[src/bba_pkg.sv]
// types and constants shared by the block bitmap allocator
// no dependencies
package bba_pkg;

    localparam int OP_W       = 2;
    localparam int BLK_W      = 14;
    localparam int ST_W       = 2;
    localparam int CFG_IDX_W  = 1;
    localparam int CFG_DATA_W = 15;

    localparam logic [OP_W-1:0] OP_ALLOC  = 2'd0;
    localparam logic [OP_W-1:0] OP_FREE   = 2'd1;
    localparam logic [OP_W-1:0] OP_FORMAT = 2'd2;

    localparam logic [ST_W-1:0] ST_OK    = 2'd0;
    localparam logic [ST_W-1:0] ST_FULL  = 2'd1;
    localparam logic [ST_W-1:0] ST_RANGE = 2'd2;

    localparam logic [CFG_IDX_W-1:0] CFG_BLOCK_COUNT    = 1'd0;
    localparam logic [CFG_IDX_W-1:0] CFG_RESERVED_COUNT = 1'd1;

    localparam logic [CFG_DATA_W-1:0] BLOCK_COUNT_RST    = 15'd16384;
    localparam logic [CFG_DATA_W-1:0] RESERVED_COUNT_RST = 15'd0;

    typedef struct packed {
        logic [OP_W-1:0]  operation;
        logic [BLK_W-1:0] target_block;
    } t_in_item;

    typedef struct packed {
        logic [ST_W-1:0]  status;
        logic [BLK_W-1:0] granted_block;
    } t_out_item;

    // controller to datapath
    typedef struct packed {
        logic load;
        logic clr_write;
        logic scan_issue;
        logic alloc_commit;
        logic free_advance;
        logic free_read;
        logic free_write;
    } t_dp_cmd;

    // datapath to controller
    typedef struct packed {
        logic issue_ok;
        logic last_word;
        logic ev_valid;
        logic ev_hit;
        logic free_hit;
        logic range_err;
    } t_dp_stat;

endpackage

[src/bba_ctrl.sv]
// sequencer for allocate, free, format and the clearing pass after reset
// depends on bba_pkg
module bba_ctrl
    import bba_pkg::*;
(
    input  logic            i_clk,
    input  logic            i_rst_n,
    input  logic            i_in_valid,
    input  logic [OP_W-1:0] i_operation,
    output logic            o_in_stall,
    input  t_dp_stat        i_stat,
    output t_dp_cmd         o_cmd,
    input  logic            i_out_free,
    output logic            o_out_load,
    output logic [ST_W-1:0] o_status
);

    typedef enum logic [2:0] {
        S_CLEAR,
        S_IDLE,
        S_ASCAN,
        S_FSCAN,
        S_FMOD,
        S_DONE
    } t_state;

    t_state          r_state, n_state;
    logic            r_respond, n_respond;
    logic [ST_W-1:0] r_status, n_status;

    always_comb begin
        n_state    = r_state;
        n_respond  = r_respond;
        n_status   = r_status;
        o_cmd      = '0;
        o_out_load = 1'b0;
        unique case (r_state)
            S_CLEAR: begin
                o_cmd.clr_write = 1'b1;
                if (i_stat.last_word) begin
                    n_state = r_respond ? S_DONE : S_IDLE;
                end
            end
            S_IDLE: begin
                if (i_in_valid) begin
                    o_cmd.load = 1'b1;
                    n_status   = ST_OK;
                    n_respond  = 1'b1;
                    case (i_operation)
                        OP_ALLOC:  n_state = S_ASCAN;
                        OP_FREE:   n_state = S_FSCAN;
                        OP_FORMAT: n_state = S_CLEAR;
                        default:   n_state = S_DONE;
                    endcase
                end
            end
            S_ASCAN: begin
                if (i_stat.ev_valid && i_stat.ev_hit) begin
                    o_cmd.alloc_commit = 1'b1;
                    n_state            = S_DONE;
                end else begin
                    o_cmd.scan_issue = 1'b1;
                    // nothing in flight and nothing left below the count
                    if (!i_stat.ev_valid && !i_stat.issue_ok) begin
                        n_status = ST_FULL;
                        n_state  = S_DONE;
                    end
                end
            end
            S_FSCAN: begin
                if (i_stat.range_err) begin
                    n_status = ST_RANGE;
                    n_state  = S_DONE;
                end else if (i_stat.free_hit) begin
                    o_cmd.free_read = 1'b1;
                    n_state         = S_FMOD;
                end else begin
                    o_cmd.free_advance = 1'b1;
                end
            end
            S_FMOD: begin
                o_cmd.free_write = 1'b1;
                n_state          = S_DONE;
            end
            S_DONE: begin
                if (i_out_free) begin
                    o_out_load = 1'b1;
                    n_state    = S_IDLE;
                end
            end
            default: n_state = S_IDLE;
        endcase
    end

    always_ff @(posedge i_clk) begin
        if (!i_rst_n) begin
            r_state   <= S_CLEAR;
            r_respond <= 1'b0;
            r_status  <= ST_OK;
        end else begin
            r_state   <= n_state;
            r_respond <= n_respond;
            r_status  <= n_status;
        end
    end

    assign o_in_stall = (r_state != S_IDLE);
    assign o_status   = r_status;

endmodule
[config.mk]
export PLATFORM = sky130hd
export DESIGN_NAME = bba_ctrl
export DESIGN_NICKNAME = d
export VERILOG_FILES = /design/src/bba_pkg.sv /design/src/bba_ctrl.sv
export SDC_FILE = /design/constraint.sdc
export NUM_CORES = 1
export LEC_CHECK = 0
export BUFFER_PORTS_ARGS = -buffer_cell sky130_fd_sc_hd__buf_4
export CELL_PAD_IN_SITES_DETAIL_PLACEMENT = 1
export CELL_PAD_IN_SITES_GLOBAL_PLACEMENT = 1
export CORE_MARGIN = 3
export CORE_UTILIZATION = 26
export CTS_CLUSTER_DIAMETER = 40
export DETAILED_ROUTE_END_ITERATION = 8
export PLACE_DENSITY = 0.75
export SLEW_MARGIN = 20
export SYNTH_ARGS = -nofsm -noshare
export SYNTH_HDL_FRONTEND = slang
export SYNTH_SLANG_ARGS = --single-unit
[constraint.sdc]
create_clock -name i_clk -period 1.15 [get_ports i_clk]
set_input_delay 0.23 -clock i_clk [delete_from_list [all_inputs] [get_ports i_clk]]
set_output_delay 0.23 -clock i_clk [all_outputs]
set_load 0.01 [all_outputs]
==> impl_metrics.py, run 1 <==
metrics = {
    "worst_setup_path": {
        "crit_chain": "inv_6 > nand2_4 > nor3_4 > buf_6",
        "cp-endpoint": "o_cmd[2]",
        "worst-path-buf-inv": 2,
        "cp_slowest_cell": "dfxtp_4",
        "cp.required_ns": 0.92,
        "reg2reg_slack_ns": -0.17,
        "worstPathMaxFanout": 6,
        "critPathKind": "register to output pin",
        "r2r_end": "o_status[1]$_SDFFE_PN0P_",
        "cp_top_family": "flip-flops",
        "critPathArrivalTime_ns": 1.18,
        "cp.depth": 4,
        "slowest_delay_ns": 0.39,
        "timing.rr.start": "r_state[1]$_SDFFE_PN0P_",
        "critPathCaptureType": "output pin",
        "critPathLaunchType": "register",
        "r2r_cells": 7,
        "critPathLaunch": "r_state[2]$_SDFFE_PN0P_",
    },
    "placed_design": {
        "hpwl_um": 1200,
        "dp_cells": 113,
        "portBuffers": 22,
        "post-place-ws_ns": -0.1943,
        "gp_congestion": 0.7994,
    },
    "floorplanning": {
        "fp.coreArea_um2": 1594,
        "start_util": 0.2936,
        "die-area_um2": 2345,
        "rows": 14,
        "io_pins": 23,
        "die_y_um": 48.43,
        "die_w_um": 48.43,
    },
    "yosys": {
        "synth_seq_area_share": 0.2567,
        "syn-cell-area_um2": 467.9,
        "syn_nets": 73,
        "synth_cells": 61,
        "avgSynthCellArea_um2": 7.671,
        "yosysTopAreaCellShare": 0.2567,
        "synth_top_area_cell": "dfxtp_1",
        "synth-seq-cells": 6,
        "synth_warnings": 0,
        "synth_cell_type_count": 30,
        "synthTopCellsByArea": "dfxtp_1 26%, nand2_1 5.6%, and3_1 5.3%",
    },
    "power": {
        "power_density_nw_per_um2": 1125,
        "fin_total_pwr_mw": 1.155,
        "p_leak_nw": 0.4668,
        "ir_drop_v": 0.0009151,
    },
    "timing": {
        "tightestPinTransition_ns": 0.2740,
        "fmax_ghz": 0.7084,
        "slew_headroom": 0.8173,
        "final_max_slew_viol_count": 0,
        "rsz0062_at_grt": "yes",
        "fin_worst_skew_ns": 0.0005103,
        "setup_violations": 14,
        "fin_crit_sh": 1.227,
        "hold_violations": 0,
        "whs_ns": 0.2638,
        "fin_ws_ns": -0.2616,
        "fin_crit_ns": 1.412,
    },
    "global_routing": {
        "grt_max_degree": 8,
        "grt_pass1_vias": 757,
        "antenna_found_initial": 0,
        "grt_usage": 0.2328,
        "gr-total-overflow": 0,
        "grt_pass1_wl_um": 4105,
    },
    "route": {
        "viasPerCell": 5.289,
        "vias": 677,
        "postRouteAntennaNets": 0,
        "drt_iter0_markers": 19,
        "drt_first_pass_iters": 4,
        "routed_wl_um": 2438,
        "drc_errors": 0,
        "routedWlPerCell_um": 19.05,
    },
    "cts": {
        "cts_tree": "done",
        "htree_levels": 1,
        "clock_path_buffers": 2,
        "root_buffer": "clkbuf_4",
        "hold_buffers": 0,
        "clk-insertion-delay-late_ns": 0.26,
        "cts_made_buffers": 3,
        "path_clk_slew_ns": 0.05,
        "clkSinkCount": 6,
    },
    "final_layout": {
        "fillers": 183,
        "synthToLayoutAreaGrowth_pct": 119.3,
        "final_nets": 118,
        "drive_gt1_frac": 0.7212,
        "final_common_cell": "buf_4",
        "fin_cells": 128,
        "final_cell_mix": "33 x buf_4, 8 x buf_6, 4 x nand2_1",
        "antenna_cells": 0,
    },
    "run_status": {
        "status": "finished with violations",
        "violations": "negative setup slack",
    },
    "worst_hold_path": {
        "hold_path.class": "primary input to register",
        "worstHoldStart": "i_rst_n",
    },
    "flow_run": {
        "maxCapViolCount": 0,
    },
}
==> Yosys cell counts, drive strengths merged <==
library cell	number
a21boi	3
a21oi	2
a31o	1
a31oi	3
and3	4
and3b	1
and4b	1
buf	3
dfxtp	6
inv	2
nand2	7
nand2b	2
nand3	1
nand4	1
nor2	4
nor2b	4
nor3	6
nor3b	1
o211a	1
o21a	1
o21ai	3
o21bai	1
o22ai	1
o31ai	1
o32ai	1
==> registers in the layout (all words and copies together) (netlist names) <==
register / count
r_state: 3
o_status: 2
r_respond: 1
==> cells by family (layout without fill, tap and decap cells) <==
| family | count (synthesis) | after routing | share of synthesized area |
|---|---|---|---|
| AO/OA/AOI/OAI | 18 | 18 | 0.2808 |
| buffers and inverters | 5 | 48 | 0.07484 |
| AND/OR/NAND/NOR | 32 | 32 | 0.3877 |
| flip-flops | 6 | 6 | 0.2567 |
==> metal layers <==
metal	vias to the layer above	routed length (µm)	track usage
met3	7	107	0.06442
met2	26	1241	0.4060
met4	0	70	0.1185
met5	-	0	0
met1	333	1019	0.2575
li1	311	-	-
==> power breakdown <==
part / internal (mW) / total [mW] / switching, mW
sequential: 0.235 / 0.289 / 0.0542
clock: 0.120 / 0.217 / 0.0977
combinational: 0.345 / 0.649 / 0.304
==> how the worst min path moves through the flow <==
stage          cells after the start  slack [ns]                        to
5_1_grt                            2        0.27    r_respond$_SDFFE_PN0P_
4_1_cts                            2        0.25    r_respond$_SDFFE_PN0P_
2_1_floorplan                      1        0.35    r_respond$_SDFFE_PN0P_
6_report                           3        0.26  o_status[0]$_SDFFE_PN0P_
3_5_place_dp                       1        0.47    r_respond$_SDFFE_PN0P_
3_3_place_gp                       1        0.46    r_respond$_SDFFE_PN0P_
==> layout make-up <==
type / instances / area, µm² / area share
clock buffer: 3 / 22.52 / 0.02195
inverter: 2 / 12.51 / 0.01220
timing repair buffer: 43 / 367.9 / 0.3585
sequential: 6 / 131.4 / 0.1280
multi-input combinational: 50 / 461.7 / 0.4500
tap: 24 / 30.03 / 0.02927
==> tightest hold or removal path: stages <==
cell     delay (ns)
buf_4          0.14
nand2_1        0.07
nor3_1         0.04
==> per-stage QoR <==
stage / setup TNS [ns] / utilization / instance area (µm²)
floorplan: -0.006864 / - / 473.0
global placement: -0.9870 / 0.4443 / 708.2
detailed placement: -1.412 / 0.4443 / 708.2
CTS: -1.989 / 0.5950 / 948.4
global route: -3.092 / 0.6436 / 1026
finish: -2.335 / 0.6436 / 1026
==> repair_timing <==
action,CTS,global route
setup buffers,9,4
setup endpoints to repair,14,14
resized for setup,41,12
endpoints found under the hold margin,0,0
pin swaps,16,7
No activity file was read; power rests on OpenSTA's default activity.
==> run 2: changes to the inputs <==
--- a/constraint.sdc
+++ b/constraint.sdc
@@ -3,2 +3,2 @@
 set_output_delay 0.23 -clock i_clk [all_outputs]
-set_load 0.01 [all_outputs]
+set_load 0.005 [all_outputs]
==> run 2 against run 1 <==
The flow still finishes with violations (negative setup slack); global-route usage fell by 4.1 points; clock skew is 0.00079 ns higher; clock power is essentially flat; flip-flop and latch count did not move; first-iteration DRC count shrank 53%; register-to-register slack better by 0.03 ns; count of clock-buffer cells in the layout did not move; non-clock buffer count up 5; worst hold slack got worse by 0.0099 ns; die area is the same; combinational power grew 8.2%.
==> impl_metrics.py, run 2 (same netlist as run 1, synthesis figures left out) <==
metrics = {
    "route": {
        "vias": 674,
        "postRouteAntennaNets": 0,
        "routedWlPerCell_um": 18.36,
        "drc_errors": 0,
        "routed_wl_um": 2442,
        "drt_iter0_markers": 9,
        "viasPerCell": 5.068,
        "drt_first_pass_iters": 4,
    },
    "worst_setup_path": {
        "reg2reg_slack_ns": -0.14,
        "worstPathMaxFanout": 6,
        "cp_slowest_cell": "dfxtp_4",
        "critPathLaunchType": "register",
        "slowest_delay_ns": 0.37,
        "critPathCaptureType": "output pin",
        "critPathArrivalTime_ns": 1.19,
        "crit_chain": "nor3b_4 > and3_4 > buf_6",
        "critPathKind": "register to output pin",
        "cp.required_ns": 0.92,
    },
    "timing": {
        "whs_ns": 0.2539,
        "fin_crit_sh": 1.231,
        "setup_violations": 14,
        "slew_headroom": 0.8248,
        "fmax_ghz": 0.7063,
        "hold_violations": 0,
        "final_max_slew_viol_count": 0,
        "rsz0062_at_grt": "yes",
        "fin_ws_ns": -0.2658,
        "fin_crit_ns": 1.416,
        "tightestPinTransition_ns": 0.2623,
        "fin_worst_skew_ns": 0.001303,
    },
    "worst_hold_path": {
        "hold_path.class": "primary input to register",
    },
    "cts": {
        "clkSinkCount": 6,
        "hold_buffers": 0,
        "cts_made_buffers": 3,
        "htree_levels": 1,
        "path_clk_slew_ns": 0.05,
        "clk-insertion-delay-late_ns": 0.25,
        "cts_tree": "done",
        "clock_path_buffers": 2,
        "root_buffer": "clkbuf_4",
    },
    "global_routing": {
        "grt_usage": 0.1916,
        "gr-total-overflow": 0,
        "grt_pass1_wl_um": 3470,
        "antenna_found_initial": 0,
        "grt_max_degree": 12,
        "grt_pass1_vias": 733,
    },
    "final_layout": {
        "antenna_cells": 0,
        "final_nets": 123,
        "fin_util": 0.6641,
        "final_cell_mix": "37 x buf_4, 11 x buf_6, 4 x nor3_2, 4 x nand2_1",
        "top_register": "r_state",
        "drive_gt1_frac": 0.7339,
        "final_common_cell": "buf_4",
        "fillers": 188,
        "synthToLayoutAreaGrowth_pct": 126.2,
        "largest_register_ffs": 3,
    },
    "power": {
        "power_density_nw_per_um2": 1133,
        "p_leak_nw": 0.4892,
        "ir_drop_v": 0.0008035,
        "fin_total_pwr_mw": 1.199,
    },
    "floorplanning": {
        "fp.coreArea_um2": 1594,
        "start_util": 0.2936,
        "die_w_um": 48.43,
        "die_y_um": 48.43,
        "io_pins": 23,
        "die-area_um2": 2345,
        "rows": 14,
    },
    "placed_design": {
        "post-place-ws_ns": -0.1525,
        "portBuffers": 22,
        "gp_congestion": 0.7741,
        "hpwl_um": 1322,
    },
    "flow_run": {
        "maxCapViolCount": 0,
    },
    "run_status": {
        "violations": "negative setup slack",
        "status": "finished with violations",
    },
}
-- run 2: path summary, 6_finish.rpt --
path / from / endpoint / cells past startpoint
max: r_state[0]$_SDFFE_PN0P_ / o_cmd[3] / 3
min: i_rst_n / r_respond$_SDFFE_PN0P_ / 2
max reg2reg: r_state[0]$_SDFFE_PN0P_ / r_state[2]$_SDFFE_PN0P_ / 7
min reg2reg: r_respond$_SDFFE_PN0P_ / r_respond$_SDFFE_PN0P_ / 1
-- run 2: area by class of cell --
class / count / area (µm²) / area share
Multi-Input combinational cell: 50 / 462.9 / 0.4374
Timing Repair Buffer: 48 / 401.6 / 0.3794
Sequential cell: 6 / 131.4 / 0.1241
Tap cell: 24 / 30.03 / 0.02837
Clock buffer: 3 / 22.52 / 0.02128
Inverter: 2 / 10.01 / 0.009456
-- run 2: critical path: cells and delay by family (launching register included) --
| kind | cells | cell delay, ns |
|---|---|---|
| AND/OR/NAND/NOR | 2 | 0.46 |
| flip-flops | 1 | 0.37 |
| buffers and inverters | 1 | 0.09 |
-- run 2: where the power goes --
part	switching [mW]	internal, mW	leakage (nW)
logic	0.306	0.396	0.424
registers	0.0451	0.234	0.0510
clock network	0.0976	0.120	0.0138
-- run 2: routing by layer --
metal,vias up,GRT usage,wire length (µm)
li1,323,-,-
met1,319,0.2056,1002
met2,24,0.3509,1287
met3,8,0.04601,81
met4,0,0.09005,72
met5,-,0,0
-- run 2: metrics by stage --
| step | cell area, µm² | TNS, ns | cells |
|---|---|---|---|
| finish | 1059 | -2.372 | 133 |
| CTS | 915.9 | -1.728 | 125 |
| global placement | 718.2 | -0.6934 | 115 |
| floorplan | 467.9 | 0 | 61 |
| detailed placement | 718.2 | -1.076 | 115 |
| global route | 1059 | -3.128 | 133 |
-- run 2: what timing repair did --
| item | CTS | global route |
|---|---|---|
| setup buffers | 7 | 9 |
| endpoints found under the hold margin | 0 | 0 |
| resized for setup | 32 | 22 |
| gates cloned | 0 | 0 |
| pin swaps | 16 | 14 |
| setup endpoints to repair | 14 | 14 |
